--- src/rtl/core/csb_pkg.sv ---
`timescale 1ns / 1ps

package csb_pkg;

    // Region limits and the counter and address widths that follow from them.
    localparam int MAX_WIDTH  = 1024;
    localparam int MAX_HEIGHT = 1024;
    localparam int COL_W      = $clog2(MAX_WIDTH + 1);
    localparam int ROW_W      = $clog2(MAX_HEIGHT + 1);
    localparam int ADDR_W     = (MAX_WIDTH > 1) ? $clog2(MAX_WIDTH) : 1;

    // Pixel layout: four 8-bit channels, red in the lowest byte.
    localparam int CH_W     = 8;
    localparam int N_CH     = 4;
    localparam int PIX_W    = CH_W * N_CH;
    localparam int SUM_W    = CH_W + 3;

    // Division by six as a multiply by a reciprocal and a shift. The error
    // stays below one sixth of a unit over the whole sum range.
    localparam int DIV6_MUL   = 683;
    localparam int DIV6_SHIFT = 12;
    localparam int MUL_W      = SUM_W + 10;

    // Configuration port.
    localparam int CFG_W     = 11;
    localparam int CFG_IDX_W = 2;

    typedef enum logic [CFG_IDX_W-1:0] {
        REG_WIDTH  = 2'd0,
        REG_HEIGHT = 2'd1
    } cfg_reg_t;

    typedef logic [PIX_W-1:0] pixel_t;

    // The five taps of the cross; an absent neighbour is passed as zero.
    typedef struct packed {
        pixel_t c;
        pixel_t l;
        pixel_t r;
        pixel_t u;
        pixel_t d;
    } nbr_t;

    // Width in use: zero counts as one, oversize values saturate.
    function automatic logic [COL_W-1:0] eff_width(input logic [CFG_W-1:0] raw);
        logic [COL_W+CFG_W-1:0] wide;
        begin
            wide = (COL_W + CFG_W)'(raw);
            if (raw == '0) begin
                eff_width = COL_W'(1);
            end else if (wide > (COL_W + CFG_W)'(MAX_WIDTH)) begin
                eff_width = COL_W'(MAX_WIDTH);
            end else begin
                eff_width = COL_W'(wide);
            end
        end
    endfunction

    function automatic logic [ROW_W-1:0] eff_height(input logic [CFG_W-1:0] raw);
        logic [ROW_W+CFG_W-1:0] wide;
        begin
            wide = (ROW_W + CFG_W)'(raw);
            if (raw == '0) begin
                eff_height = ROW_W'(1);
            end else if (wide > (ROW_W + CFG_W)'(MAX_HEIGHT)) begin
                eff_height = ROW_W'(MAX_HEIGHT);
            end else begin
                eff_height = ROW_W'(wide);
            end
        end
    endfunction

endpackage

--- src/rtl/core/csb_blur.sv ---
`timescale 1ns / 1ps

module csb_blur (
    input  csb_pkg::nbr_t   nbr,
    output csb_pkg::pixel_t res
);
    import csb_pkg::*;

    logic [SUM_W-1:0] sum  [N_CH];
    logic [MUL_W-1:0] prod [N_CH];

    // Each channel: (2*centre + left + right + up + down) / 6, truncated.
    always_comb begin
        for (int i = 0; i < N_CH; i++) begin
            sum[i] = (SUM_W'(nbr.c[i*CH_W +: CH_W]) << 1)
                   + SUM_W'(nbr.l[i*CH_W +: CH_W])
                   + SUM_W'(nbr.r[i*CH_W +: CH_W])
                   + SUM_W'(nbr.u[i*CH_W +: CH_W])
                   + SUM_W'(nbr.d[i*CH_W +: CH_W]);
            prod[i] = MUL_W'(sum[i]) * MUL_W'(DIV6_MUL);
            res[i*CH_W +: CH_W] = prod[i][DIV6_SHIFT +: CH_W];
        end
    end

endmodule

--- config.mk ---
export PLATFORM = sky130hd
export DESIGN_NAME = csb_blur
export DESIGN_NICKNAME = d
export VERILOG_FILES = /design/src/rtl/core/csb_pkg.sv /design/src/rtl/core/csb_blur.sv
export SDC_FILE = /design/constraint.sdc
export NUM_CORES = 1
export LEC_CHECK = 0
export ABC_CLOCK_PERIOD_IN_PS = 12900
export BUFFER_PORTS_ARGS = -buffer_cell sky130_fd_sc_hd__buf_2
export CAP_MARGIN = 20
export CORE_AREA = 2 2 213 215
export DETAILED_ROUTE_END_ITERATION = 8
export DIE_AREA = 0 0 215 217
export PLACE_DENSITY = 0.53
export SYNTH_ARGS = -nofsm -noshare
export SYNTH_HDL_FRONTEND = slang
export SYNTH_SLANG_ARGS = --single-unit
export TNS_END_PERCENT = 5
--- constraint.sdc ---
create_clock -name vclk -period 12.9
set_input_delay 2.58 -clock vclk [all_inputs]
set_output_delay 2.58 -clock vclk [all_outputs]
set_load 0.02 [all_outputs]
==> results_dict.tcl, run 1 <==
set metrics [dict create \
    status "finished clean" \
    io_pins 192 \
    ant_nets 0 \
    drv_slew 0 \
    critPathMaxStageDelay_ns 0.55 \
    cts_setup_buffers 0 \
    yosysWarnings 0 \
    num_rows 78 \
    use_met2_pct 18.4 \
    io_buffers 192 \
    min-delay-path-class "primary input to primary output" \
    nets 2018 \
    period_share_pct 96.8 \
    drc 0 \
    wl_per_cell_um 11.7 \
    grt-ovfl-total 0 \
    hold_violations 0 \
    grt_max_degree 7 \
    worstPathRequired_ns 10.32 \
    yosysSeqAreaShare_pct 0 \
    drive_gt1_share_pct 16.5 \
    crit_slowest_cell "fa_1" \
    drtIter0Drc 233 \
    worstSetupPathType "primary input to primary output" \
    arrival_ns 9.91 \
    initial_core_util_pct 24.4 \
    wirelength_mm 23.1 \
    syn_avg_cell_area_um2 9.36 \
    grt.total_usage_pct 10.0 \
    synthCells 1167 \
    cp-start-kind "primary input" \
    post_dp_cell_area_mm2 0.0127 \
    netlist_area_mm2 0.0109 \
    max_freq_mhz 80.1 \
    dr.pass1.iters 4 \
    cap_violations 0 \
    seq_cells 0 \
    post-route-min-period_ns 12.49 \
    vias_per_cell 4.09 \
    die_h_um 217 \
    use_met3_pct 0.405 \
    grt_pass1_wl_mm 39.8 \
    design_area_mm2 0.0128 \
    antenna_found_initial 1 \
    seq_area_um2 0 \
    worst_pin_slew_ns 0.652 \
    syn2layout_area_growth_pct 17.2 \
    grtUsageMet1_pct 13.9 \
    vias 8073 \
    worst_setup_path_end_kind "primary output" \
    n_antenna_cell 0 \
    cpMostUsedCell "fa_1" \
    post-route-util_pct 28.6 \
    syn_nets 1811 \
    max_slew_margin_pct 56.2 \
    synth_cell_type_count 47 \
    n_clock_buffer 0 \
    die_area_mm2 0.0467 \
    setup_viol 0 \
    critPathTopFamily "adder cells" \
    dpl.hpwl_mm 22.5 \
    rsz0062_at_grt "yes" \
    grt_pass1_vias 8640 \
    crit_buf_inv 8 \
    top_usage_layer "met2" \
    coreArea_mm2 0.0447 \
    critical_path.max_fanout 6 \
    place.gp.congestion 0.841 \
    fp.dieW_um 215 \
]
-- cells in the final DEF (no fill, tap or decap), types with 2 or more instances in the layout --
master    synthesis  final
buf_4             0     14
a221oi_1          2      2
ha_1            295    295
xor2_1           23     21
a211oi_1          2      2
and3_1            3      3
o21bai_1          8      8
a21o_1           19     19
nand3_1           5      5
and4_1            3      3
inv_1           376    376
xnor2_1          52     50
o21a_1            5      5
nor4_1            2      2
xnor2_2           0      2
a211o_1           2      2
nand2_1          25     25
o21ai_0          31     30
a311oi_2          2      2
a21oi_2           0      3
buf_2             0    191
a31o_2            2      2
nor3_1            6      6
fa_1            189    189
nand2b_1          6      6
a31oi_1           4      4
a21oi_1          45     41
nor2_1           22     22
or3_1             4      4
nor2b_1           4      4
or2_2             3      3
nand4_1           7      7
a41o_1            2      2
-- final timing paths --
kind              startpoint  depth (start not counted)      end  slack, ns
hold / removal      nbr[159]                          7  res[31]       6.02
setup / recovery     nbr[10]                         30  res[11]       0.41
-- Yosys cell counts, types with 2 or more instances --
| cell | n | share of area (%) |
|---|---|---|
| o21bai_1 | 8 | 0.55 |
| a211o_1 | 2 | 0.16 |
| a31oi_1 | 4 | 0.23 |
| nor4_1 | 2 | 0.11 |
| nand3_1 | 5 | 0.23 |
| nor3_1 | 6 | 0.27 |
| a211oi_1 | 2 | 0.14 |
| nand4_1 | 7 | 0.40 |
| o21a_1 | 5 | 0.34 |
| xnor2_1 | 52 | 4.2 |
| and4_1 | 3 | 0.24 |
| inv_1 | 376 | 13 |
| and3_1 | 3 | 0.17 |
| nor2b_1 | 4 | 0.23 |
| a221oi_1 | 2 | 0.16 |
| nand2b_1 | 6 | 0.34 |
| a21o_1 | 19 | 1.3 |
| or3_1 | 4 | 0.23 |
| fa_1 | 189 | 35 |
| nand2_1 | 25 | 0.86 |
| o21ai_0 | 31 | 1.4 |
| nor2_1 | 22 | 0.76 |
| or2_2 | 3 | 0.17 |
| xor2_1 | 23 | 1.8 |
| a311oi_2 | 2 | 0.27 |
| ha_1 | 295 | 34 |
| a21oi_1 | 45 | 2.1 |
| a31o_2 | 2 | 0.16 |
| a41o_1 | 2 | 0.18 |
-- timing repair --
item                                    4_1_cts  5_1_grt
hold buffers                                  0        0
gates resized for setup                       0       13
endpoints found under the setup margin        0       13
-- final cells by class --
type,count,area [µm²]
fill,4828,31900
multi-input combinational,791,9580
inverter,376,1410
timing repair buffer,205,1060
tap,600,751
-- kinds of logic after synthesis --
| group | count (synthesis) | synth area share (%) |
|---|---|---|
| fa+ha+maj | 484 | 68.4 |
| simple gates | 95 | 4.43 |
| compound gates | 137 | 8.22 |
| buf+inv | 376 | 12.9 |
| xor+xnor | 75 | 6.01 |
-- metal layers --
metal | wire length (µm) | part of all wire [%]
met3 | 780 | 3.4
met4 | 55 | 0.24
met5 | 0 | 0
met1 | 10900 | 47
met2 | 11400 | 49
-- tightest hold or removal path, delay by kind of cell --
kind	cells	cell delay, ns
buffers and inverters	2	0.24
AND/OR/NAND/NOR	1	0.13
AO/OA/AOI/OAI	2	0.24
adder cells (fa/ha/maj)	1	0.15
XOR/XNOR	1	0.09
-- through the flow --
stage	hold WS, ns	TNS (ns)	setup WS (ns)	cells
2_1_floorplan	5.79	0	0.845	1167
3_3_place_gp	6.03	0	0.300	1972
3_5_place_dp	6.04	0	0.264	1972
4_1_cts	6.04	0	0.231	1972
5_1_grt	6.08	-0.0411	-0.0236	1972
6_report	6.02	0	0.408	1972
Power of run 1 is left out: the tool's default activity adds up to more than one toggle a clock period on the data nets, which glitch-free logic cannot reach.
==> inputs of run 2 (changes only) <==
--- a/config.mk
+++ b/config.mk
@@ -11,6 +11,7 @@
 export CORE_AREA = 2 2 213 215
 export DETAILED_ROUTE_END_ITERATION = 8
 export DIE_AREA = 0 0 215 217
+export GPL_TIMING_DRIVEN = 0
 export PLACE_DENSITY = 0.53
 export SYNTH_ARGS = -nofsm -noshare
 export SYNTH_HDL_FRONTEND = slang
==> run 2 against run 1 <==
Against the previous run:
- sequential cell count did not move
- setup slack worse by 0.018 ns
- final cell count shrank 0.25%
- clock-buffer cell count unchanged
- via count shrank 1.2%
- non-clock buffer count down 5
- global-route usage fell by 0.20 points
- sequential share of layout area did not move
- die area stayed put
- routed wire length shrank 2.5%
- maximum frequency shrank 0.14%
==> results_dict.tcl, run 2 (synthesized netlist as in run 1, its figures left out) <==
set metrics [dict create \
    wirelength_mm 22.5 \
    cap_violations 0 \
    hold_violations 0 \
    max_freq_mhz 79.9 \
    fp.dieW_um 215 \
    place_inst 1959 \
    grt-ovfl-total 0 \
    n_clock_buffer 0 \
    grt.total_usage_pct 9.85 \
    critPathMaxStageDelay_ns 0.56 \
    worstSetupPathType "primary input to primary output" \
    vias 7974 \
    status "finished clean" \
    nets 2013 \
    dpl.hpwl_mm 21.8 \
    io_pins 192 \
    post-route-util_pct 28.7 \
    dr.pass1.iters 5 \
    crit_slowest_cell "fa_1" \
    syn2layout_area_growth_pct 17.4 \
    final_cells 1967 \
    min-delay-path-class "primary input to primary output" \
    grt_pass1_wl_mm 39.2 \
    drive_gt1_share_pct 16.7 \
    critical_path.max_fanout 6 \
    fin_hold_ws_ns 6.04 \
    initial_core_util_pct 24.4 \
    post-route-min-period_ns 12.51 \
    layout_common_cells "376 x inv_1, 295 x ha_1, 191 x buf_2" \
    seq_area_um2 0 \
    io_buffers 192 \
    seq_cells 0 \
    coreArea_mm2 0.0447 \
    critPathLaunch "nbr[10]" \
    hold_start "nbr[159]" \
    cp.depth 30 \
    die_h_um 217 \
    worst_pin_slew_ns 0.652 \
    final_common_cell "inv_1" \
    holdPathStages 7 \
    drtIter0Drc 132 \
    arrival_ns 9.93 \
    worstPathRequired_ns 10.32 \
    critPathTopFamily "adder cells" \
    ant_nets 0 \
    place.gp.congestion 0.829 \
    drc 0 \
    vias_per_cell 4.05 \
    grt_pass1_vias 8468 \
    setup_viol 0 \
    rsz0062_at_grt "yes" \
    cp-start-kind "primary input" \
    cpMostUsedCell "fa_1" \
    period_share_pct 97.0 \
    num_rows 78 \
    multi_input_area_mm2 0.00964 \
    worst_setup_path_end_kind "primary output" \
    crit_buf_inv 8 \
    drv_slew 0 \
    antenna_found_initial 0 \
    setup_tns_ns 0 \
    die_area_mm2 0.0467 \
    max_slew_margin_pct 56.2 \
    nFillCells 4844 \
    grt_max_degree 7 \
    wl_per_cell_um 11.4 \
    n_antenna_cell 0 \
]
[run 2: changes by cell type in the layout (fill, tap and decap cells not counted), moves of 2 or more]
cell,before,now
buf_4,14,9
o21ai_0,30,26
o21ai_1,1,5
xnor2_1,50,48
xor2_1,21,19
xor2_2,1,3
[run 2: through the flow]
step | cell area, µm² | worst slack [ns]
6_report | 12800 | 0.390
3_5_place_dp | 12600 | -0.0841
2_1_floorplan | 10900 | 0.845
5_1_grt | 12800 | -0.00461
3_3_place_gp | 12600 | -0.0229
4_1_cts | 12700 | 0.0797
[run 2: timing repair]
item,4_1_cts,5_1_grt
pin swaps,0,5
hold buffers,0,0
setup buffers,0,8
gates resized for setup,2,23
setup endpoints to repair,2,18
[run 2: path summary, 6_finish.rpt]
kind / to / slack [ns]
setup / recovery: res[11] / 0.39
hold / removal: res[31] / 6.04
[run 2: area by class of cell]
type	instances	area share [%]
Multi-Input combinational cell	791	75.2
Inverter	376	11.0
Timing Repair Buffer	200	7.98
Tap cell	600	5.85
[run 2: worst min-delay path, cell delays in order]
cell	delay, ns
buf_2	0.09
nor2b_1	0.14
ha_1	0.15
a21o_1	0.08
a31o_2	0.17
xnor2_1	0.09
buf_2	0.15
[run 2: routing by layer]
layer | share of wire (%) | global-route usage [%] | wire length, µm
met2 | 49 | 17.8 | 11000
met3 | 3.5 | 0.699 | 797
met5 | 0 | 0 | 0
met4 | 0.54 | 0.322 | 121
met1 | 47 | 13.5 | 10600
Power of run 2 is left out for the same reason.
